`src/hpack_header_block_decoder_top_defines.svh`:
```
// Assertion macros used by the header block decoder back end.
// Uses clk and rst_n of the including module.
`ifndef HPACK_HEADER_BLOCK_DECODER_TOP_DEFINES_SVH
`define HPACK_HEADER_BLOCK_DECODER_TOP_DEFINES_SVH

// same-cycle implication
`define HBD_ASSERT_NOW(lbl, ante, cons, msg) \
  lbl: assert property (@(posedge clk) disable iff (!rst_n) (ante) |-> (cons)) \
    else $error(msg);

// next-cycle implication
`define HBD_ASSERT_NEXT(lbl, ante, cons, msg) \
  lbl: assert property (@(posedge clk) disable iff (!rst_n) (ante) |=> (cons)) \
    else $error(msg);

`endif

```
`src/hbd_pkg.sv`:
```
// Package for the HPACK header block decoder: payload types, codes, constants.
// No dependencies.
`timescale 1ns / 1ps

package hbd_pkg;

  localparam int unsigned STATIC_ENTRIES = 61;

  localparam logic [1:0] KIND_NONE    = 2'd0;
  localparam logic [1:0] KIND_INDEXED = 2'd1;
  localparam logic [1:0] KIND_SIZE    = 2'd2;

  localparam logic [1:0] ST_OK        = 2'd0;
  localparam logic [1:0] ST_INVALID   = 2'd1;
  localparam logic [1:0] ST_TOO_LARGE = 2'd2;
  localparam logic [1:0] ST_TRUNCATED = 2'd3;

  localparam logic [7:0] CFG_MAX_TABLE_BYTES = 8'd0;
  localparam logic [7:0] CFG_FIELD_LIMIT     = 8'd1;

  localparam logic [31:0] MAX_TABLE_BYTES_RST = 32'd4096;
  localparam logic [15:0] FIELD_LIMIT_RST     = 16'd256;

  localparam logic [7:0] INDEXED_MASK   = 8'h80;
  localparam logic [7:0] SIZE_MASK      = 8'hE0;
  localparam logic [7:0] SIZE_CODE      = 8'h20;
  localparam logic [6:0] PREFIX7_ONES   = 7'h7F;
  localparam logic [4:0] PREFIX5_ONES   = 5'h1F;
  localparam logic [5:0] SHIFT_STEP     = 6'd7;
  localparam logic [5:0] SHIFT_LIMIT    = 6'd56;

  typedef struct packed {
    logic [7:0] data_byte;
    logic       block_last;
  } in_item_t;

  typedef struct packed {
    logic [1:0]  kind;
    logic [63:0] decoded_value;
    logic [1:0]  status;
    logic        block_end;
    logic [15:0] fields_decoded;
  } out_item_t;

  // classified byte as held in the queue
  typedef struct packed {
    logic [7:0] data_byte;
    logic       block_last;
    logic       is_indexed;
    logic       is_size;
    logic       pfx7_full;
    logic       pfx5_full;
  } hbd_item_t;

endpackage

```
`src/hbd_front.sv`:
```
// Front classifier: tags each header byte with its representation class.
// Depends on hbd_pkg.
`timescale 1ns / 1ps

module hbd_front import hbd_pkg::*; (
  input  in_item_t  in_item,
  output hbd_item_t cls_item
);

  always_comb begin
    cls_item.data_byte  = in_item.data_byte;
    cls_item.block_last = in_item.block_last;
    cls_item.is_indexed = (in_item.data_byte & INDEXED_MASK) != 8'd0;
    cls_item.is_size    = (in_item.data_byte & SIZE_MASK) == SIZE_CODE;
    cls_item.pfx7_full  = in_item.data_byte[6:0] == PREFIX7_ONES;
    cls_item.pfx5_full  = in_item.data_byte[4:0] == PREFIX5_ONES;
  end

endmodule

```
`src/hbd_fifo.sv`:
```
// Two-entry queue between the classifier and the decode back end.
// Depends on hbd_pkg.
`timescale 1ns / 1ps

module hbd_fifo import hbd_pkg::*; (
  input  logic      clk,
  input  logic      rst_n,
  input  logic      push,
  input  hbd_item_t push_item,
  output logic      not_full,
  input  logic      pop,
  output logic      not_empty,
  output hbd_item_t pop_item
);

  hbd_item_t  mem_r [2];
  logic       wr_ptr_r, wr_ptr_nxt;
  logic       rd_ptr_r, rd_ptr_nxt;
  logic [1:0] count_r, count_nxt;

  assign not_full  = count_r != 2'd2;
  assign not_empty = count_r != 2'd0;
  assign pop_item  = mem_r[rd_ptr_r];

  always_comb begin
    wr_ptr_nxt = push ? ~wr_ptr_r : wr_ptr_r;
    rd_ptr_nxt = pop ? ~rd_ptr_r : rd_ptr_r;
    count_nxt  = 2'(count_r + {1'b0, push} - {1'b0, pop});
  end

  always_ff @(posedge clk) begin
    if (!rst_n) begin
      wr_ptr_r <= 1'b0;
      rd_ptr_r <= 1'b0;
      count_r  <= 2'd0;
    end else begin
      wr_ptr_r <= wr_ptr_nxt;
      rd_ptr_r <= rd_ptr_nxt;
      count_r  <= count_nxt;
    end
  end

  always_ff @(posedge clk) begin
    if (push) begin
      mem_r[wr_ptr_r] <= push_item;
    end
  end

endmodule

```
`src/hbd_back.sv`:
```
// Decode back end: prefix-integer state, limits, config registers, output register.
// Depends on hbd_pkg and the assertion macro header.
`timescale 1ns / 1ps
`include "hpack_header_block_decoder_top_defines.svh"

module hbd_back import hbd_pkg::*; (
  input  logic       clk,
  input  logic       rst_n,
  input  logic       cfg_valid,
  input  logic [7:0] cfg_index,
  input  logic [31:0] cfg_data,
  input  logic       q_valid,
  input  hbd_item_t  q_item,
  output logic       q_pop,
  output logic       out_valid,
  input  logic       out_ready,
  output out_item_t  out_data
);

  logic [31:0] max_table_r;
  logic [15:0] field_limit_r;

  logic        in_int_r, in_int_nxt;
  logic [63:0] acc_r, acc_nxt;
  logic [5:0]  shift_r, shift_nxt;
  logic [1:0]  pend_r, pend_nxt;
  logic [15:0] hdone_r, hdone_nxt;
  logic        aband_r, aband_nxt;
  logic [1:0]  bstat_r, bstat_nxt;

  logic        out_valid_r;
  out_item_t   out_data_r, res_item;
  logic        emit;

  logic [6:0]  low7;
  logic [63:0] add_v;
  logic [64:0] sum_v;
  logic [5:0]  shift_inc;
  logic        do_finish, do_fail;
  logic [1:0]  fin_kind, fail_code;
  logic [63:0] fin_val;
  logic        res_have;
  logic [1:0]  res_kind, res_stat;
  logic [63:0] res_val;

  logic        blk_clean;
  logic        mid_res;
  logic        mid_agree;

  assign q_pop     = q_valid && (!out_valid_r || out_ready);
  assign out_valid = out_valid_r;
  assign out_data  = out_data_r;

  always_comb begin
    low7      = q_item.data_byte[6:0];
    add_v     = {57'd0, low7} << shift_r;
    sum_v     = {1'b0, acc_r} + {1'b0, add_v};
    shift_inc = 6'(shift_r + SHIFT_STEP);

    in_int_nxt = in_int_r;
    acc_nxt    = acc_r;
    shift_nxt  = shift_r;
    pend_nxt   = pend_r;
    hdone_nxt  = hdone_r;
    aband_nxt  = aband_r;
    bstat_nxt  = bstat_r;
    do_finish  = 1'b0;
    do_fail    = 1'b0;
    fin_kind   = KIND_NONE;
    fin_val    = 64'd0;
    fail_code  = ST_OK;
    res_have   = 1'b0;
    res_kind   = KIND_NONE;
    res_val    = 64'd0;
    res_stat   = ST_OK;

    if (!aband_r) begin
      if (in_int_r) begin
        acc_nxt = sum_v[63:0];
        if (sum_v[64]) begin
          do_fail   = 1'b1;
          fail_code = ST_INVALID;
        end else if (!q_item.data_byte[7]) begin
          do_finish = 1'b1;
          fin_kind  = pend_r;
          fin_val   = sum_v[63:0];
        end else begin
          shift_nxt = shift_inc;
          if (shift_inc > SHIFT_LIMIT) begin
            do_fail   = 1'b1;
            fail_code = ST_INVALID;
          end
        end
      end else if (hdone_r >= field_limit_r) begin
        aband_nxt = 1'b1;
      end else if (q_item.is_indexed) begin
        if (!q_item.pfx7_full) begin
          do_finish = 1'b1;
          fin_kind  = KIND_INDEXED;
          fin_val   = {57'd0, low7};
        end else begin
          in_int_nxt = 1'b1;
          acc_nxt    = {57'd0, low7};
          shift_nxt  = 6'd0;
          pend_nxt   = KIND_INDEXED;
        end
      end else if (q_item.is_size) begin
        if (!q_item.pfx5_full) begin
          do_finish = 1'b1;
          fin_kind  = KIND_SIZE;
          fin_val   = {59'd0, q_item.data_byte[4:0]};
        end else begin
          in_int_nxt = 1'b1;
          acc_nxt    = {59'd0, q_item.data_byte[4:0]};
          shift_nxt  = 6'd0;
          pend_nxt   = KIND_SIZE;
        end
      end else begin
        do_fail   = 1'b1;
        fail_code = ST_INVALID;
      end
    end

    if (do_finish) begin
      in_int_nxt = 1'b0;
      if (fin_kind == KIND_INDEXED) begin
        if (fin_val == 64'd0 || fin_val > 64'(STATIC_ENTRIES)) begin
          do_fail   = 1'b1;
          fail_code = ST_INVALID;
        end else begin
          hdone_nxt = 16'(hdone_r + 16'd1);
        end
      end else if (fin_val > {32'd0, max_table_r}) begin
        do_fail   = 1'b1;
        fail_code = ST_TOO_LARGE;
      end
      if (!do_fail) begin
        res_have = 1'b1;
        res_kind = fin_kind;
        res_val  = fin_val;
      end
    end

    if (do_fail) begin
      bstat_nxt  = fail_code;
      aband_nxt  = 1'b1;
      in_int_nxt = 1'b0;
      res_have   = 1'b1;
      res_kind   = KIND_NONE;
      res_val    = 64'd0;
      res_stat   = fail_code;
    end

    res_item.kind           = res_kind;
    res_item.decoded_value  = res_val;
    res_item.fields_decoded = hdone_nxt;
    res_item.block_end      = q_item.block_last;
    emit                    = res_have;
    res_item.status         = res_stat;

    if (q_item.block_last) begin
      emit            = 1'b1;
      res_item.status = (!aband_nxt && in_int_nxt) ? ST_TRUNCATED : bstat_nxt;
      in_int_nxt = 1'b0;
      acc_nxt    = 64'd0;
      shift_nxt  = 6'd0;
      pend_nxt   = KIND_NONE;
      hdone_nxt  = 16'd0;
      aband_nxt  = 1'b0;
      bstat_nxt  = ST_OK;
    end
  end

  always_ff @(posedge clk) begin
    if (!rst_n) begin
      max_table_r   <= MAX_TABLE_BYTES_RST;
      field_limit_r <= FIELD_LIMIT_RST;
      in_int_r      <= 1'b0;
      acc_r         <= 64'd0;
      shift_r       <= 6'd0;
      pend_r        <= KIND_NONE;
      hdone_r       <= 16'd0;
      aband_r       <= 1'b0;
      bstat_r       <= ST_OK;
      out_valid_r   <= 1'b0;
    end else begin
      if (cfg_valid && cfg_index == CFG_MAX_TABLE_BYTES) begin
        max_table_r <= cfg_data;
      end
      if (cfg_valid && cfg_index == CFG_FIELD_LIMIT) begin
        field_limit_r <= cfg_data[15:0];
      end
      if (q_pop) begin
        in_int_r <= in_int_nxt;
        acc_r    <= acc_nxt;
        shift_r  <= shift_nxt;
        pend_r   <= pend_nxt;
        hdone_r  <= hdone_nxt;
        aband_r  <= aband_nxt;
        bstat_r  <= bstat_nxt;
        out_valid_r <= emit;
      end else if (out_ready) begin
        out_valid_r <= 1'b0;
      end
    end
  end

  always_ff @(posedge clk) begin
    if (q_pop && emit) begin
      out_data_r <= res_item;
    end
  end

  assign blk_clean = !in_int_r && !aband_r && (hdone_r == 16'd0) && (bstat_r == ST_OK);
  assign mid_res   = out_valid_r && !out_data_r.block_end;
  assign mid_agree = (out_data_r.kind == KIND_NONE) == (out_data_r.status != ST_OK);

  `HBD_ASSERT_NEXT(a_block_clears, q_pop && q_item.block_last, blk_clean, "block state not cleared")
  `HBD_ASSERT_NOW(a_aband_idle, aband_r, !in_int_r, "integer still open after abandon")
  `HBD_ASSERT_NOW(a_shift_range, in_int_r, shift_r <= SHIFT_LIMIT, "shift beyond limit")
  `HBD_ASSERT_NOW(a_mid_result, mid_res, mid_agree, "mid-block kind and status disagree")

endmodule

```
`src/hpack_header_block_decoder_top.sv`:
```
// Top level of the HPACK header block decoder (prefix-integer part).
// Depends on hbd_pkg, hbd_front, hbd_fifo and hbd_back.
//
// Usage:
//   in_*  : one header-block byte per transaction, block_last on the final byte.
//   out_* : zero or one result per byte; always one on a block's last byte.
//   cfg_* : register writes, index 0 max table size, 1 header field limit; other
//           indexes are ignored. cfg_ready is always high. Write only while idle.
// Timing:
//   One byte per cycle sustained while out_ready is high. A byte is written
//   into the two-entry queue at the accepting edge and decoded from there
//   (a 64-bit shift-add with carry check followed by the index or size
//   compare) into the output register, which raises out_valid when the byte
//   yields a result.
// Reset (rst_n low, synchronous): queue empties, all block state clears,
//   the max table size returns to 4096 and the header field limit to 256.
// Stall: while out_ready is low the output register holds its transaction,
//   the back end stops, the queue fills and in_ready drops once both entries
//   are used; no transaction is lost.
`timescale 1ns / 1ps

module hpack_header_block_decoder_top import hbd_pkg::*; (
  input  logic        clk,
  input  logic        rst_n,
  input  logic        in_valid,
  output logic        in_ready,
  input  in_item_t    in_data,
  output logic        out_valid,
  input  logic        out_ready,
  output out_item_t   out_data,
  input  logic        cfg_valid,
  output logic        cfg_ready,
  input  logic [7:0]  cfg_index,
  input  logic [31:0] cfg_data
);

  hbd_item_t cls_item;
  hbd_item_t q_item;
  logic      q_not_full;
  logic      q_valid;
  logic      q_pop;

  assign in_ready  = q_not_full;
  assign cfg_ready = 1'b1;

  hbd_front u_front (
    .in_item  (in_data),
    .cls_item (cls_item)
  );

  hbd_fifo u_fifo (
    .clk       (clk),
    .rst_n     (rst_n),
    .push      (in_valid && q_not_full),
    .push_item (cls_item),
    .not_full  (q_not_full),
    .pop       (q_pop),
    .not_empty (q_valid),
    .pop_item  (q_item)
  );

  hbd_back u_back (
    .clk       (clk),
    .rst_n     (rst_n),
    .cfg_valid (cfg_valid),
    .cfg_index (cfg_index),
    .cfg_data  (cfg_data),
    .q_valid   (q_valid),
    .q_item    (q_item),
    .q_pop     (q_pop),
    .out_valid (out_valid),
    .out_ready (out_ready),
    .out_data  (out_data)
  );

endmodule
```
`config.mk`:
```
export PLATFORM = sky130hd
export DESIGN_NAME = hpack_header_block_decoder_top
export DESIGN_NICKNAME = d
export VERILOG_FILES = /design/src/hbd_pkg.sv /design/src/hbd_front.sv /design/src/hbd_fifo.sv /design/src/hbd_back.sv /design/src/hpack_header_block_decoder_top.sv
export VERILOG_INCLUDE_DIRS = /design/src /design/src/src
export SDC_FILE = /design/constraint.sdc
export NUM_CORES = 1
export LEC_CHECK = 0
export BUFFER_PORTS_ARGS = -buffer_cell sky130_fd_sc_hd__buf_2
export CORE_MARGIN = 1
export CORE_UTILIZATION = 66
export DETAILED_ROUTE_END_ITERATION = 10
export GPL_TIMING_DRIVEN = 0
export PLACE_DENSITY = 0.87
export SETUP_SLACK_MARGIN = 0.3
export SYNTH_ARGS = -nofsm -noshare
export SYNTH_HDL_FRONTEND = slang
export SYNTH_SLANG_ARGS = --single-unit
```
`constraint.sdc`:
```
create_clock -name clk -period 19 [get_ports clk]
set_input_delay 3.8 -clock clk [delete_from_list [all_inputs] [get_ports clk]]
set_output_delay 3.8 -clock clk [all_outputs]
set_load 0.05 [all_outputs]
```
==> results.cfg <==
[power]
power.leakage_nw = 7.639
powerDensity_nw_per_um2 = 112.6
vdd_drop_max_mv = 0.1790
fin_total_pwr_mw = 2.201

[route]
drcViolationCount = 0
ant_nets = 0
drt-pass1-iter-count = 7
avgRoutedWirePerCell_um = 23.00
drt-initial-drc-count = 3035
vias = 18759
finalWirelength_um = 62780
via_per_inst = 6.874

[yosys]
synth_warnings = 0
yosys.area.top_type = edfxtp_1
synthArstFlopShare_pct = 0
synth_flop_cell = dfxtp_1
synth_top_cells_by_area = edfxtp_1 19%, dfxtp_1 17%, ha_1 8.4%
ys_seq_area_share_pct = 35.72
synth_cells = 2179
avgSynthCellArea_um2 = 7.961
synth_edf_count = 109
synth_top_area_share_pct = 18.87
synth_cell_type_count = 93
synth-seq-cells = 255
syn_area_um2 = 17350

[floorplan]
dieArea_um2 = 26940
fp.dieH_um = 164.1
core_area_um2 = 25470
die_w_um = 164.1
ioPinCount = 142
core.rowCount = 58
start_util_pct = 68.10

[sta]
hold_viol_final = 0
slew_violations = 0
grt_setup_unrepaired = no
period_share_pct = 53.45
setup_viol = 0
max_freq_mhz = 98.48
finClkSkew_ps = 21.02
fin_crit_ps = 10150
relSlewSlack_pct = 0.6693
tightest_slew_ps = 1474
tns_ps = 0

[clock_tree]
htree_levels = 1
cts_tree = yes
cts-root-buf = clkbuf_16
ctsResizeCount = 0
cts_buffer_depth = 3
hold_buffers = 0
clkLatencyLatePin_ps = 550
clock_sinks = 255
clk_pin_slew_worst_paths_ps = 70
cts_setup_buffers = 0
cts_buffers = 25

[min_path]
worstHoldStart = u_back.max_table_r[29]
min_path_type = register to register

[status]
failed_checks = capacitance limit
status = finished with violations

[finish]
fin_area_um2 = 19550
syn_to_final_growth_pct = 12.67
final_cells = 2729
nets = 2552
diodes = 0
post-route-util_pct = 76.73
drive_gt1_share_pct = 10.92

[global_routing]
grt_start_max_net_pins = 35
antenna_found_initial = 1
grt_pass1_vias = 17364
grt_pass1_wl_um = 94390
grt_util_all_layers_pct = 45.72
grt.overflow.total = 0

[place]
hpwl_um = 47370
place_area_um2 = 18660
gp_congestion = 1.010
numPortBuffers = 140
placed_cells = 2683

[setup_path]
arrival_ps = 10520
crit_required_ps = 19360
crit_path_end_kind = register
start_kind = register
crit_top_cell = a21o_1
path_max_fanout = 10
critPathMaxStageDelay_ps = 1170
worstSetupPathType = register to register
cp_slowest_cell = o21ai_0

[flow_run]
cap_violations = 1
## final timing paths
kind,end,slack [ps],cells after the start
worst min register to register,u_back.max_table_r[29],460,2
worst max-delay path,u_back.out_data[32],8850,34
worst max register to register,u_back.out_data[32],8850,34
worst min-delay path,u_back.max_table_r[29],460,2
## synth_stat cells, drive strengths merged, types with 12 or more instances
| cell | instances |
|---|---|
| a211oi | 15 |
| a21o | 19 |
| a21oi | 221 |
| a31oi | 31 |
| and2 | 15 |
| and3 | 18 |
| buf | 24 |
| clkbuf | 101 |
| dfxtp | 146 |
| edfxtp | 109 |
| ha | 117 |
| inv | 73 |
| mux2i | 31 |
| nand2 | 284 |
| nand2b | 23 |
| nand3 | 58 |
| nand4 | 60 |
| nor2 | 303 |
| nor2b | 23 |
| nor3 | 79 |
| nor4 | 14 |
| o211ai | 23 |
| o21a | 24 |
| o21ai | 109 |
| o31ai | 12 |
| or2 | 13 |
| or3 | 24 |
| or4 | 14 |
| xnor2 | 30 |
| xor2 | 29 |
## cells by family (layout without fill, tap and decap cells)
kind of cell / Yosys count / after routing / share of synthesized area (%)
AND/OR/NAND/NOR: 955 / 955 / 25.63
AO/OA/AOI/OAI: 548 / 548 / 19.95
flip-flops: 255 / 255 / 35.72
buffers and inverters: 202 / 391 / 4.746
adder cells (fa/ha/maj): 118 / 118 / 8.555
XOR/XNOR: 59 / 59 / 2.979
multiplexers: 40 / 40 / 2.373
other: 2 / 33 / 0.04329
## per-stage QoR
step           setup WS, ps  hold slack, ps
6_report               8845           458.0
5_1_grt                8566           467.5
4_1_cts                9347           456.7
3_5_place_dp           9482           447.5
3_3_place_gp           6498           436.4
2_1_floorplan          9828           426.8
## registers in the layout, indices dropped and copies added, names as in the netlist, 2 cells and up, named ones only
register,count
u_back.max_table_r,32
u_back.shift_r,6
u_back.acc_r,64
u_back.bstat_r,2
u_fifo.count_r,2
u_back.hdone_r,16
u_back.out_data,85
u_back.field_limit_r,16
u_fifo.mem_r,24
u_back.pend_r,2
## layer usage
| layer | share of wire (%) | vias to the layer above | GRT usage (%) |
|---|---|---|---|
| li1 | - | 8226 | - |
| met1 | 37 | 8576 | 58.30 |
| met2 | 42 | 1563 | 69.37 |
| met3 | 13 | 390 | 10.93 |
| met4 | 7.4 | 4 | 29.04 |
| met5 | 0.080 | - | 0 |
## area by class of cell
cell class              count  area, µm²
plain buffers             125      534.3
clock buffers              28      678.2
clock inverters            18      203.9
fillers                  1833       5927
inverters                  77      289.0
multi-input cells        1753      10460
flip-flops and latches    255       6196
well taps                 330      412.9
repair buffers            143      775.7
## placed cells by master, fill, tap and decap left out, types with 12 or more instances in the layout
cell,synthesis,routed
or3_1,24,24
nand2_1,282,282
o21ai_1,22,22
nor3_1,78,78
o21a_1,23,23
and3_1,17,17
nor2b_1,23,23
a21oi_1,212,211
xnor2_1,30,30
nand3_1,57,57
o211ai_1,22,22
buf_2,13,153
or4_1,12,12
clkbuf_16,0,26
and2_1,13,13
conb_1,2,33
clkbuf_1,101,101
a21o_1,19,19
o21ai_0,86,86
inv_1,72,72
edfxtp_1,109,109
ha_1,117,117
a31oi_1,31,31
mux2i_1,31,31
nor4_1,14,14
dfxtp_1,146,146
a211oi_1,15,15
nor2_1,303,303
nand4_1,60,60
nand2b_1,23,23
xor2_1,29,29
## report_power, final
part,switching [mW],internal (mW),total (mW)
combinational,0.721,0.202,0.923
clock,0.229,0.313,0.542
sequential,0.0379,0.697,0.735
## worst max-delay path: cells and delay by family (launching register included)
family,cells,cell delay [ps]
muxes,2,490
DFF,1,310
AOI/OAI and AO/OA,17,5070
adders and majority gates,2,680
and+or+nand+nor,8,1600
buffers and inverters,5,1800
No activity file was read; power rests on OpenSTA's default activity.
